`src/hw/rtl/pfd_pkg.sv`:
```
// Shared types, constants and helpers for the payload frame decoder.
package pfd_pkg;

  // Frame layout
  localparam int HEADER_BYTES = 12;
  localparam int VALUE_BYTES  = 8;

  // Command queue depth between front and back
  localparam int QUEUE_DEPTH = 2;

  // Output tdata: value_bits, error_code, sample_count, value_count, zero pad
  localparam int OUT_PAYLOAD_W = 64 + 2 + 32 + 32;
  localparam int OUT_TDATA_W   = ((OUT_PAYLOAD_W + 7) / 8) * 8;

  // Verdict codes
  localparam logic [1:0] ERR_OK        = 2'd0;
  localparam logic [1:0] ERR_BAD_MAGIC = 2'd1;
  localparam logic [1:0] ERR_SHORT_HDR = 2'd2;
  localparam logic [1:0] ERR_LENGTH    = 2'd3;

  // Request handed from the front to the back
  typedef struct packed {
    logic [7:0]  data;       // frame byte
    logic        last;       // final byte of the frame
    logic        assemble;   // payload byte to be shifted into the value
    logic        hdr_done;   // header complete after this byte
    logic        magic_bad;  // magic mismatch seen, including this byte
    logic [31:0] sample_cnt; // header sample count
    logic [31:0] value_cnt;  // header value count
  } cmd_t;

  // Expected magic byte at header position 0..3 ("WFL1")
  function automatic logic [7:0] magic_byte(input logic [1:0] idx);
    logic [7:0] b;
    case (idx)
      2'd0:    b = 8'h57;
      2'd1:    b = 8'h46;
      2'd2:    b = 8'h4C;
      default: b = 8'h31;
    endcase
    return b;
  endfunction

endpackage

```
`src/hw/rtl/payload_frame_decoder.sv`:
```
// Top level of the payload frame decoder: front end, request queue, back end.
// A byte yielding a result goes through the request queue and output register to out_tvalid.
// Throughput: one byte per cycle while the output is not stalled; the two-entry request queue
// and output register let the front take bytes while a result waits, until the queue fills.
// Header bytes and bytes after a bad magic, except a frame's last byte, stay in the front end.
// Reset (rst_n low, synchronous) empties the queue and returns both ends to frame start.
module payload_frame_decoder
  import pfd_pkg::*;
#(
  parameter int QDEPTH = QUEUE_DEPTH
) (
  input  logic                   clk,
  input  logic                   rst_n,
  input  logic                   in_tvalid,
  output logic                   in_tready,
  input  logic [7:0]             in_tdata,   // [7:0] data_byte
  input  logic                   in_tlast,   // last_byte
  output logic                   out_tvalid,
  input  logic                   out_tready,
  output logic [OUT_TDATA_W-1:0] out_tdata,  // [63:0] value_bits, [65:64] error_code,
                                             // [97:66] sample_count, [129:98] value_count
  output logic                   out_tuser,  // value_valid
  output logic                   out_tlast   // frame_end
);

  logic accept;
  logic push, q_full, q_pop, q_valid;
  cmd_t push_cmd, pop_cmd;

  assign in_tready = !q_full;
  assign accept    = in_tvalid && in_tready;

  pfd_front u_front (
    .clk       (clk),
    .rst_n     (rst_n),
    .accept    (accept),
    .data_byte (in_tdata),
    .last_byte (in_tlast),
    .push      (push),
    .push_cmd  (push_cmd)
  );

  pfd_cmd_fifo #(
    .DEPTH (QDEPTH)
  ) u_queue (
    .clk       (clk),
    .rst_n     (rst_n),
    .push      (push),
    .push_cmd  (push_cmd),
    .full      (q_full),
    .pop       (q_pop),
    .pop_cmd   (pop_cmd),
    .not_empty (q_valid)
  );

  pfd_back u_back (
    .clk        (clk),
    .rst_n      (rst_n),
    .cmd_valid  (q_valid),
    .cmd        (pop_cmd),
    .cmd_pop    (q_pop),
    .out_tvalid (out_tvalid),
    .out_tready (out_tready),
    .out_tdata  (out_tdata),
    .out_tuser  (out_tuser),
    .out_tlast  (out_tlast)
  );

endmodule

```
`src/hw/rtl/pfd_front.sv`:
```
// Front end: header parsing, magic check and classification of frame bytes.
module pfd_front
  import pfd_pkg::*;
(
  input  logic       clk,
  input  logic       rst_n,
  input  logic       accept,
  input  logic [7:0] data_byte,
  input  logic       last_byte,
  output logic       push,
  output cmd_t       push_cmd
);

  localparam logic [3:0] HDR_LAST_POS = 4'(HEADER_BYTES - 1);

  logic [3:0]  pos_r, pos_nxt;
  logic        in_payload_r, in_payload_nxt;
  logic        magic_bad_r, magic_bad_nxt;
  logic [31:0] count_r, count_nxt;
  logic [31:0] dim_r, dim_nxt;

  // Header walk for the current byte
  always_comb begin
    pos_nxt        = pos_r;
    in_payload_nxt = in_payload_r;
    magic_bad_nxt  = magic_bad_r;
    count_nxt      = count_r;
    dim_nxt        = dim_r;
    if (!in_payload_r) begin
      if (pos_r[3:2] == 2'b00) begin
        if (data_byte != magic_byte(pos_r[1:0])) begin
          magic_bad_nxt = 1'b1;
        end
      end else if (pos_r[3:2] == 2'b01) begin
        count_nxt = {count_r[23:0], data_byte};
      end else begin
        dim_nxt = {dim_r[23:0], data_byte};
      end
      if (pos_r == HDR_LAST_POS) begin
        in_payload_nxt = 1'b1;
        pos_nxt        = '0;
      end else begin
        pos_nxt = pos_r + 4'd1;
      end
    end
  end

  // Only payload bytes to assemble and final bytes go to the back end
  assign push = accept && (last_byte || (in_payload_r && !magic_bad_r));

  always_comb begin
    push_cmd.data       = data_byte;
    push_cmd.last       = last_byte;
    push_cmd.assemble   = in_payload_r && !magic_bad_r;
    push_cmd.hdr_done   = in_payload_nxt;
    push_cmd.magic_bad  = magic_bad_nxt;
    push_cmd.sample_cnt = count_nxt;
    push_cmd.value_cnt  = dim_nxt;
  end

  // Control state, back to the start of a frame after the last byte
  always_ff @(posedge clk) begin
    if (!rst_n) begin
      pos_r        <= '0;
      in_payload_r <= 1'b0;
      magic_bad_r  <= 1'b0;
    end else if (accept) begin
      if (last_byte) begin
        pos_r        <= '0;
        in_payload_r <= 1'b0;
        magic_bad_r  <= 1'b0;
      end else begin
        pos_r        <= pos_nxt;
        in_payload_r <= in_payload_nxt;
        magic_bad_r  <= magic_bad_nxt;
      end
    end
  end

  // Header words are fully overwritten by four shifts in each frame with a complete header
  always_ff @(posedge clk) begin
    if (accept) begin
      count_r <= count_nxt;
      dim_r   <= dim_nxt;
    end
  end

endmodule

```
`src/hw/rtl/pfd_cmd_fifo.sv`:
```
// Short request queue between the front and back ends.
module pfd_cmd_fifo
  import pfd_pkg::*;
#(
  parameter int DEPTH = QUEUE_DEPTH
) (
  input  logic clk,
  input  logic rst_n,
  input  logic push,
  input  cmd_t push_cmd,
  output logic full,
  input  logic pop,
  output cmd_t pop_cmd,
  output logic not_empty
);

  localparam int PTR_W = (DEPTH > 1) ? $clog2(DEPTH) : 1;
  localparam int CNT_W = $clog2(DEPTH + 1);
  localparam logic [PTR_W-1:0] PTR_LAST = PTR_W'(DEPTH - 1);
  localparam logic [CNT_W-1:0] CNT_FULL = CNT_W'(DEPTH);

  cmd_t             slot_r [DEPTH];
  logic [PTR_W-1:0] wr_ptr_r, rd_ptr_r;
  logic [CNT_W-1:0] count_r;
  logic             do_push, do_pop;

  assign full      = (count_r == CNT_FULL);
  assign not_empty = (count_r != '0);
  assign do_push   = push && !full;
  assign do_pop    = pop && not_empty;
  assign pop_cmd   = slot_r[rd_ptr_r];

  // Storage
  always_ff @(posedge clk) begin
    if (do_push) begin
      slot_r[wr_ptr_r] <= push_cmd;
    end
  end

  // Pointers and fill count
  always_ff @(posedge clk) begin
    if (!rst_n) begin
      wr_ptr_r <= '0;
      rd_ptr_r <= '0;
      count_r  <= '0;
    end else begin
      if (do_push) begin
        wr_ptr_r <= (wr_ptr_r == PTR_LAST) ? '0 : wr_ptr_r + PTR_W'(1);
      end
      if (do_pop) begin
        rd_ptr_r <= (rd_ptr_r == PTR_LAST) ? '0 : rd_ptr_r + PTR_W'(1);
      end
      case ({do_push, do_pop})
        2'b10:   count_r <= count_r + CNT_W'(1);
        2'b01:   count_r <= count_r - CNT_W'(1);
        default: count_r <= count_r;
      endcase
    end
  end

endmodule

```
`src/hw/rtl/pfd_back.sv`:
```
// Back end: value assembly, length tracking, verdict and output register.
module pfd_back
  import pfd_pkg::*;
(
  input  logic                   clk,
  input  logic                   rst_n,
  input  logic                   cmd_valid,
  input  cmd_t                   cmd,
  output logic                   cmd_pop,
  output logic                   out_tvalid,
  input  logic                   out_tready,
  output logic [OUT_TDATA_W-1:0] out_tdata,
  output logic                   out_tuser,
  output logic                   out_tlast
);

  localparam logic [2:0] LAST_BYTE_POS = 3'(VALUE_BYTES - 1);

  logic [2:0]  byte_pos_r, byte_pos_nxt;
  logic [63:0] shift_r, shift_nxt;
  logic [31:0] seen_r, seen_nxt;
  logic        len_bad_r, len_bad_nxt;

  logic        emit;
  logic [1:0]  code;

  logic        out_valid_r;
  logic        value_valid_r;
  logic [63:0] value_bits_r;
  logic        frame_end_r;
  logic [1:0]  error_code_r;
  logic [31:0] sample_count_r;
  logic [31:0] value_count_r;

  // Take a request whenever the output register is free or draining
  assign cmd_pop = cmd_valid && (!out_valid_r || out_tready);

  // Value assembly for one payload byte
  always_comb begin
    byte_pos_nxt = byte_pos_r;
    shift_nxt    = shift_r;
    seen_nxt     = seen_r;
    len_bad_nxt  = len_bad_r;
    emit         = 1'b0;
    if (cmd.assemble && !len_bad_r) begin
      shift_nxt = {shift_r[55:0], cmd.data};
      if (byte_pos_r == LAST_BYTE_POS) begin
        byte_pos_nxt = '0;
        if (seen_r == cmd.value_cnt) begin
          len_bad_nxt = 1'b1;
        end else begin
          seen_nxt = seen_r + 32'd1;
          emit     = 1'b1;
        end
      end else begin
        byte_pos_nxt = byte_pos_r + 3'd1;
      end
    end
  end

  // Frame verdict, in priority order
  always_comb begin
    if (!cmd.hdr_done) begin
      code = ERR_SHORT_HDR;
    end else if (cmd.magic_bad) begin
      code = ERR_BAD_MAGIC;
    end else if (len_bad_nxt || byte_pos_nxt != '0 || seen_nxt != cmd.value_cnt) begin
      code = ERR_LENGTH;
    end else begin
      code = ERR_OK;
    end
  end

  // Assembly state, cleared at the end of each frame
  always_ff @(posedge clk) begin
    if (!rst_n) begin
      byte_pos_r <= '0;
      seen_r     <= '0;
      len_bad_r  <= 1'b0;
    end else if (cmd_pop) begin
      if (cmd.last) begin
        byte_pos_r <= '0;
        seen_r     <= '0;
        len_bad_r  <= 1'b0;
      end else begin
        byte_pos_r <= byte_pos_nxt;
        seen_r     <= seen_nxt;
        len_bad_r  <= len_bad_nxt;
      end
    end
  end

  always_ff @(posedge clk) begin
    if (cmd_pop) begin
      shift_r <= shift_nxt;
    end
  end

  // Output register valid
  always_ff @(posedge clk) begin
    if (!rst_n) begin
      out_valid_r <= 1'b0;
    end else if (cmd_pop) begin
      out_valid_r <= emit || cmd.last;
    end else if (out_tready) begin
      out_valid_r <= 1'b0;
    end
  end

  // Output register payload
  always_ff @(posedge clk) begin
    if (cmd_pop && (emit || cmd.last)) begin
      value_valid_r  <= emit;
      value_bits_r   <= emit ? shift_nxt : 64'd0;
      frame_end_r    <= cmd.last;
      error_code_r   <= cmd.last ? code : ERR_OK;
      sample_count_r <= (cmd.last && cmd.hdr_done) ? cmd.sample_cnt : 32'd0;
      value_count_r  <= (cmd.last && cmd.hdr_done) ? cmd.value_cnt : 32'd0;
    end
  end

  assign out_tvalid = out_valid_r;
  assign out_tuser  = value_valid_r;
  assign out_tlast  = frame_end_r;
  assign out_tdata  = {(OUT_TDATA_W - OUT_PAYLOAD_W)'(0), value_count_r, sample_count_r,
                       error_code_r, value_bits_r};

endmodule

```
`config.mk`:
```
export PLATFORM = sky130hd
export DESIGN_NAME = payload_frame_decoder
export DESIGN_NICKNAME = d
export VERILOG_FILES = /design/src/hw/rtl/pfd_pkg.sv /design/src/hw/rtl/payload_frame_decoder.sv /design/src/hw/rtl/pfd_front.sv /design/src/hw/rtl/pfd_cmd_fifo.sv /design/src/hw/rtl/pfd_back.sv
export SDC_FILE = /design/constraint.sdc
export NUM_CORES = 1
export LEC_CHECK = 0
export ABC_AREA = 1
export BUFFER_PORTS_ARGS = -buffer_cell sky130_fd_sc_hd__buf_2
export CORE_ASPECT_RATIO = 0.9
export CORE_UTILIZATION = 54
export DETAILED_ROUTE_END_ITERATION = 10
export GPL_TIMING_DRIVEN = 0
export HOLD_SLACK_MARGIN = 0.03
export PLACE_DENSITY = 0.76
export SYNTH_ARGS = -nofsm -noshare
export SYNTH_HDL_FRONTEND = slang
export SYNTH_HIERARCHICAL = 1
export SYNTH_SLANG_ARGS = --single-unit
```
`constraint.sdc`:
```
create_clock -name clk -period 8.05 [get_ports clk]
set_input_delay 0.4025 -clock clk [delete_from_list [all_inputs] [get_ports clk]]
set_output_delay 0.4025 -clock clk [all_outputs]
set_load 0.005 [all_outputs]
```
==> flow_metrics.env, run 1 <==
export IMPL_clockBufferDepth=3
export IMPL_fill_cells=2747
export IMPL_numCtsBuffers=45
export IMPL_chipHeight_um=184
export IMPL_postRouteAntennaNets=0
export IMPL_cts_sinks=452
export IMPL_worstPathMaxFanout=10
export IMPL_crit_type="flop to flop"
export IMPL_coreArea_um2=36200
export IMPL_hold_violations=0
export IMPL_place_ws_ps=4140
export IMPL_hold_buffers=0
export IMPL_clock_latency_ps=560
export IMPL_r2r_end="u_back/error_code_r[0]$_SDFFCE_PN0P_"
export IMPL_final_cell_area_um2=22900
export IMPL_synth_avg_cell_area_um2=11.3
export IMPL_end_kind="flop"
export IMPL_period_share_pct=49.9
export IMPL_synth_area_leaders="edfxtp_1 61%, nand2_1 6.2%, dfxtp_1 4.8%, inv_1 4.4%, nor2_1 4.0%"
export IMPL_clkSlewWorstSetupHoldPaths_ps=60
export IMPL_setup_ws_ps=4030
export IMPL_start_kind="flop"
export IMPL_track_usage_pct=24.6
export IMPL_antenna_found_initial=2
export IMPL_dieArea_um2=37500
export IMPL_wl_met3_um=3330
export IMPL_drt_iter0_markers=1230
export IMPL_root_buffer="clkbuf_16"
export IMPL_gp_congestion=0.961
export IMPL_grt_max_degree=43
export IMPL_grt_overflow=0
export IMPL_max_slew_margin_pct=46.8
export IMPL_status="completed"
export IMPL_rrSetupSlack_ps=4030
export IMPL_cts_setup_buffers=0
export IMPL_crit_path_end="u_back/error_code_r[0]$_SDFFCE_PN0P_"
export IMPL_peakVddDrop_mv=0.198
export IMPL_synth_top_area_share_pct=61.2
export IMPL_via_count=13300
export IMPL_htreeDepth=2
export IMPL_core_rowCount=66
export IMPL_grt_pass1_vias=12800
export IMPL_tightest_slew_ps=795
export IMPL_drive_gt1_share_pct=19.6
export IMPL_required_ps=8330
export IMPL_leakage_nw=9.15
export IMPL_wl_per_cell_um=18.6
export IMPL_postSynth_asyncResetShare_pct=0
export IMPL_fmax_mhz=249
export IMPL_syn_inst=1753
export IMPL_io_buffers=146
export IMPL_first_pass_iters=5
export IMPL_wl_met1_um=19700
export IMPL_yosysWarnings=6
export IMPL_drc=0
export IMPL_areaGrowthSynthToFinish_pct=15.4
export IMPL_hpwl_um=32700
export IMPL_slew_violations=0
export IMPL_initial_core_util_pct=54.8
export IMPL_dr_max_layer_used="met5"
export IMPL_setup_viol=0
export IMPL_cts_resized=0
export IMPL_ff2ff_path_depth=20
export IMPL_synth_ff_type="edfxtp_1"
export IMPL_max_cap_violations=0
export IMPL_die_x_um=204
export IMPL_yosysMostFrequentCell="edfxtp_1"
export IMPL_yosysTopAreaCell="edfxtp_1"
export IMPL_fin_setup_tns_ps=0
export IMPL_ys_top_cells_by_count="404 x edfxtp_1, 327 x nand2_1, 235 x inv_1, 210 x nor2_1, 108 x o21ai_0"
export IMPL_hold_class="input pin to flop"
export IMPL_cellPowerDensity_nw_per_um2=245
export IMPL_skew_ps=13.9
export IMPL_ys_seq_elements=452
export IMPL_placed_area_um2=21500
export IMPL_viasPerCell=5.36
export IMPL_wl_met2_um=21700
export IMPL_cts_tree="built"
export IMPL_grt_pass1_wl_um=70200
export IMPL_fin_crit_ps=4020
export IMPL_syn_area_um2=19800
export IMPL_worstPathArrival_ps=4300
export IMPL_ys_seq_area_share_pct=66.0
export IMPL_wl_um=46000
export IMPL_holdWs_ps=173
export IMPL_synth_distinct_cells=40
export IMPL_synth_edf_count=404
export IMPL_num_io_pins=153
export IMPL_final_nets=1985
export IMPL_rsz0062_at_grt="false"
==> logic make-up after synthesis <==
logic type / count (synthesis) / share of synthesized area [%]
XOR/XNOR: 34 / 1.50
adder cells (fa/ha/maj): 9 / 0.568
multiplexers: 106 / 6.78
flip-flops: 452 / 66.0
AO/OA/AOI/OAI: 178 / 4.61
AND/OR/NAND/NOR: 654 / 13.7
buffers and inverters: 319 / 6.80
other: 1 / 0.0189
==> metal layers <==
layer  track usage, %  vias to the layer above
met5                0                        -
met4             7.82                        2
met3             4.48                       90
met2             39.9                      528
met1             33.7                     6397
li1                 -                     6255
==> flip-flops by register name (all words and copies together) (netlist names), named ones only <==
register / count
u_front/pos_r: 4
u_front/magic_bad_r: 1
u_back/error_code_r: 2
u_back/out_tuser: 1
u_back/byte_pos_r: 3
u_queue/slot_r: 152
u_front/in_payload_r: 1
u_back/shift_r: 56
u_back/seen_r: 32
u_front/dim_r: 32
u_queue/wr_ptr_r: 1
u_front/count_r: 32
u_back/value_bits_r: 64
u_back/value_count_r: 32
u_back/len_bad_r: 1
u_queue/count_r: 2
u_back/out_tvalid: 1
u_queue/rd_ptr_r: 1
u_back/sample_count_r: 32
u_back/out_tlast: 1
==> where the power goes <==
| group | internal [mW] | total, mW | switching (mW) |
|---|---|---|---|
| Clock | 1.15 | 2.01 | 0.860 |
| Combinational | 0.245 | 0.705 | 0.461 |
| Sequential | 2.82 | 2.89 | 0.0687 |
| Total | 4.21 | 5.60 | 1.39 |
==> worst max-delay path, cell delays in order (launching register included) <==
cell      delay, ps
dfxtp_1         380
buf_4           280
buf_6           240
mux2_4          360
xnor2_1         300
nand2_1         110
nor2_1          120
nand2_1          90
nor2_1          250
nand2_2         190
buf_2           260
nand3b_1        150
nand2_1         130
nand2_1          80
nand2_1          50
nor2_1          180
nand2_1          70
nor2_1          100
nand3_1         110
nor2_1          220
nor2_1           70
==> cell type report <==
cell class              instances  area (um2)  area share, %
flip-flops and latches        452       13100           57.2
diodes                          1        2.50         0.0109
multi-input cells             987        5430           23.7
clock inverters                22         196          0.858
well taps                     476         596           2.60
inverters                     240         903           3.95
repair buffers                158        1020           4.44
plain buffers                  79         448           1.96
clock buffers                  61        1210           5.27
==> cell usage in the layout (no fill, tap or decap), types with 3 or more instances in the layout <==
cell,n
a211oi_1,3
a21oi_1,59
buf_1,4
buf_12,6
buf_16,6
buf_2,156
buf_4,23
buf_6,7
bufinv_16,3
clkbuf_1,50
clkbuf_16,46
clkinv_1,7
clkinv_2,10
conb_1,6
dfxtp_1,48
edfxtp_1,404
ha_1,9
inv_1,233
inv_2,5
mux2_2,66
mux2_4,40
nand2_1,327
nand2_2,5
nand3_1,56
nand3b_1,8
nand4_1,11
nor2_1,209
nor2_4,5
nor3_1,19
nor3b_1,5
o21ai_0,108
xnor2_1,27
xor2_1,7
==> how the worst min path moves through the flow <==
| stage | start | to | depth (start not counted) |
|---|---|---|---|
| floorplan | u_queue/rd_ptr_r$_SDFFE_PN0P_ | flop | 2 |
| global placement | u_queue/rd_ptr_r$_SDFFE_PN0P_ | u_queue/rd_ptr_r$_SDFFE_PN0P_ | 2 |
| detailed placement | u_queue/rd_ptr_r$_SDFFE_PN0P_ | flop | 2 |
| CTS | in_tdata[3] | u_queue/slot_r[0][71]$_DFFE_PP_ | 2 |
| global route | in_tdata[3] | u_queue/slot_r[0][71]$_DFFE_PP_ | 2 |
| finish | in_tdata[3] | u_queue/slot_r[0][71]$_DFFE_PP_ | 2 |
==> metrics by stage <==
step	instances	power, mW	utilization (%)
after floorplan	1758	3.35	-
after global placement	2380	3.59	58.6
after detailed placement	2392	3.63	59.4
after CTS	2475	5.63	63.3
after global routing	2475	5.80	63.3
final	2476	5.60	63.3
No activity file was read; power rests on OpenSTA's default activity.
==> inputs of run 2 (changes only) <==
--- a/config.mk
+++ b/config.mk
@@ -5,14 +5,14 @@
 export SDC_FILE = /design/constraint.sdc
 export NUM_CORES = 1
 export LEC_CHECK = 0
-export ABC_AREA = 1
+export ABC_AREA = 0
 export BUFFER_PORTS_ARGS = -buffer_cell sky130_fd_sc_hd__buf_2
 export CORE_ASPECT_RATIO = 0.9
-export CORE_UTILIZATION = 54
+export CORE_UTILIZATION = 60
 export DETAILED_ROUTE_END_ITERATION = 10
 export GPL_TIMING_DRIVEN = 0
 export HOLD_SLACK_MARGIN = 0.03
-export PLACE_DENSITY = 0.76
+export PLACE_DENSITY = 0.8
 export SYNTH_ARGS = -nofsm -noshare
 export SYNTH_HDL_FRONTEND = slang
 export SYNTH_HIERARCHICAL = 1
==> constraint.sdc (replaced) <==
create_clock -name clk -period 4.1 [get_ports clk]
set_input_delay 0.205 -clock clk [delete_from_list [all_inputs] [get_ports clk]]
set_output_delay 0.205 -clock clk [all_outputs]
set_load 0.005 [all_outputs]
==> run 2 against run 1 <==
  * Cell count fell by 18%
  * Critical endpoint unchanged
  * First-iteration DRC count increased by 4.6%
  * Area after synthesis up 0.34%
  * Highest routed layer is now met4
  * Largest power group unchanged
  * Flip-flop and latch count stayed put
==> flow_metrics.env, run 2 <==
export IMPL_postSynth_asyncResetShare_pct=0
export IMPL_hpwl_um=32800
export IMPL_fmax_mhz=253
export IMPL_first_pass_iters=6
export IMPL_synth_area_leaders="edfxtp_1 61%, mux2_2 11%, dfxtp_1 4.8%, and3_1 2.2%, and2_1 2.2%"
export IMPL_yosysMostFrequentCell="edfxtp_1"
export IMPL_skew_ps=18.6
export IMPL_drt_iter0_markers=1287
export IMPL_top_regs="u_queue/slot_r x152, u_back/value_bits_r x64, u_back/shift_r x56"
export IMPL_synth_top_area_share_pct=61.0
export IMPL_clkSlewWorstSetupHoldPaths_ps=60
export IMPL_grt_overflow=0
export IMPL_placed_area_um2=21400
export IMPL_wl_um=47800
export IMPL_cts_tree="built"
export IMPL_holdCritStartpoint="in_tdata[3]"
export IMPL_wl_per_cell_um=23.6
export IMPL_die_x_um=194
export IMPL_track_usage_pct=28.1
export IMPL_period_share_pct=96.3
export IMPL_clockBufferDepth=3
export IMPL_regMostFlops="u_queue/slot_r"
export IMPL_final_cell_area_um2=23000
export IMPL_n_antenna_cell=0
export IMPL_worstPathMaxFanout=10
export IMPL_max_cap_violations=0
export IMPL_stdcell_count=2027
export IMPL_synth_distinct_cells=84
export IMPL_coreArea_um2=32300
export IMPL_end_kind="flop"
export IMPL_worstPathArrival_ps=4200
export IMPL_grt_pass1_vias=11900
export IMPL_cts_sinks=452
export IMPL_synth_ff_type="edfxtp_1"
export IMPL_dieArea_um2=33900
export IMPL_largest_reg_flops=152
export IMPL_numCtsBuffers=44
export IMPL_start_kind="flop"
export IMPL_clkPwrFrac_pct=32.5
export IMPL_core_rowCount=62
export IMPL_num_io_pins=153
export IMPL_gp_congestion=0.950
export IMPL_cellPowerDensity_nw_per_um2=528
export IMPL_io_buffers=146
export IMPL_max_slew_margin_pct=36.8
export IMPL_slew_violations=0
export IMPL_dp_cells=1941
export IMPL_ff_latch_area_um2=13100
export IMPL_drc=0
export IMPL_grt_pass1_wl_um=71600
export IMPL_yosysWarnings=6
export IMPL_drive_gt1_share_pct=31.3
export IMPL_layout_commonest_cell="edfxtp_1"
export IMPL_setup_viol=0
export IMPL_leakage_nw=8.37
export IMPL_crit_type="flop to flop"
export IMPL_antenna_found_initial=0
export IMPL_power_internal_mw=8.93
export IMPL_fill_cells=2114
export IMPL_yosysTopAreaCell="edfxtp_1"
export IMPL_comb_power_share_pct=16.8
export IMPL_ys_top_cells_by_count="404 x edfxtp_1, 191 x mux2_2, 71 x and3_1, 69 x and2_1, 48 x dfxtp_1"
export IMPL_grt_max_degree=67
export IMPL_ys_seq_elements=452
export IMPL_initial_core_util_pct=61.7
export IMPL_via_count=12400
export IMPL_root_buffer="clkbuf_16"
export IMPL_multi_input_area_um2=6340
export IMPL_htreeDepth=2
export IMPL_hold_class="input pin to flop"
export IMPL_synth_avg_cell_area_um2=14.6
export IMPL_chipHeight_um=175
export IMPL_layout_common_cells="404 x edfxtp_1, 186 x mux2_2, 158 x buf_2"
export IMPL_tightest_slew_ps=947
export IMPL_p_sw_mw=3.19
export IMPL_synth_edf_count=404
export IMPL_hold_violations=0
export IMPL_status="completed"
export IMPL_syn_inst=1367
export IMPL_syn_area_um2=19900
export IMPL_ys_seq_area_share_pct=65.8
export IMPL_swShare_pct=26.3
export IMPL_fin_crit_ps=3950
export IMPL_viasPerCell=6.11
export IMPL_required_ps=4360
export IMPL_peakVddDrop_mv=0.448
export IMPL_seqPwrFrac_pct=50.6
export IMPL_final_nets=1599
export IMPL_areaGrowthSynthToFinish_pct=15.5
export IMPL_clock_latency_ps=560
export IMPL_postRouteAntennaNets=0
[run 2: cell types whose count changed in the layout (fill, tap and decap cells not counted), sizes merged, moves of 27 or more]
cell	previous run	this run
nand2	333	41
inv	240	17
nor2	216	49
mux2	106	197
and3	0	71
o21ai	110	39
and2	0	70
nand3	58	24
a21oi	60	33
[run 2: layout make-up]
cell class,count,share of cell area (%)
Buffer,99,2.60
Clock buffer,58,5.25
Clock inverter,22,0.899
Inverter,19,0.343
Multi-Input combinational cell,802,27.6
Sequential cell,452,57.0
Tap cell,416,2.27
Timing Repair Buffer,158,4.02
Timing Repair inverter,1,0.0218
[run 2: per-layer routing]
metal | vias to the layer above | track usage (%) | part of all wire [%]
li1 | 5575 | - | -
met3 | 90 | 3.82 | 6.0
met2 | 528 | 44.4 | 47
met5 | - | 0 | 0
met4 | 0 | 8.76 | 2.7
met1 | 6187 | 41.0 | 45
[run 2: power groups by stage]
stage	clock, mW	combinational [mW]	sequential (mW)
floorplan	0	1.22	6.17
global placement	0	1.89	6.26
detailed placement	0	2.00	6.23
CTS	4.01	2.02	6.14
global route	4.18	2.17	6.19
finish	3.95	2.04	6.14
[run 2: what timing repair did]
action | CTS | global route
cloned | 0 | 1
setup buffers | 2 | 0
setup endpoints to repair | 105 | 105
pin swaps | 1 | 4
resized for setup | 2 | 12
hold endpoints to repair | 14 | 0
hold buffers | 3 | 0
[run 2: cells by family (layout without fill, tap and decap cells)]
| family | after synthesis | in the layout | share of synthesized area, % |
|---|---|---|---|
| multiplexers | 201 | 201 | 11.3 |
| adder cells (fa/ha/maj) | 9 | 9 | 0.566 |
| XOR/XNOR | 46 | 46 | 2.06 |
| other | 1 | 6 | 0.0188 |
| AO/OA/AOI/OAI | 163 | 163 | 5.51 |
| AND/OR/NAND/NOR | 377 | 377 | 11.5 |
| buffers and inverters | 118 | 357 | 3.16 |
| flip-flops | 452 | 452 | 65.8 |
[run 2: per-stage QoR]
stage	util [%]	setup WS (ps)	total power, mW	hold WS, ps	setup TNS [ps]
floorplan	-	-368	7.39	327	-48540
global placement	65.9	-2000	8.15	464	-393650
detailed placement	66.4	-181	8.22	500	-16720
CTS	71.0	22.8	12.2	37.5	0
global route	71.2	-4.19	12.5	62.1	-4.19
finish	71.2	153	12.1	62.3	0
[run 2: final timing paths]
path,slack [ps],cells past startpoint,end
setup / recovery,150,13,u_back/error_code_r[0]$_SDFFCE_PN0P_
hold / removal,60,2,u_queue/slot_r[1][71]$_DFFE_PP_
setup reg to reg,150,13,u_back/error_code_r[0]$_SDFFCE_PN0P_
hold reg to reg,510,2,u_queue/wr_ptr_r$_SDFFE_PN0N_
[run 2: critical path, stage by stage (launching register included)]
cell	delay, ps
dfxtp_2	390
buf_6	190
buf_8	170
mux2_4	340
xor2_1	190
nor4_2	290
nand4_1	230
or3_1	430
buf_6	170
nor2_8	210
o32a_1	220
nand4_1	200
nor4_4	370
a41oi_1	220
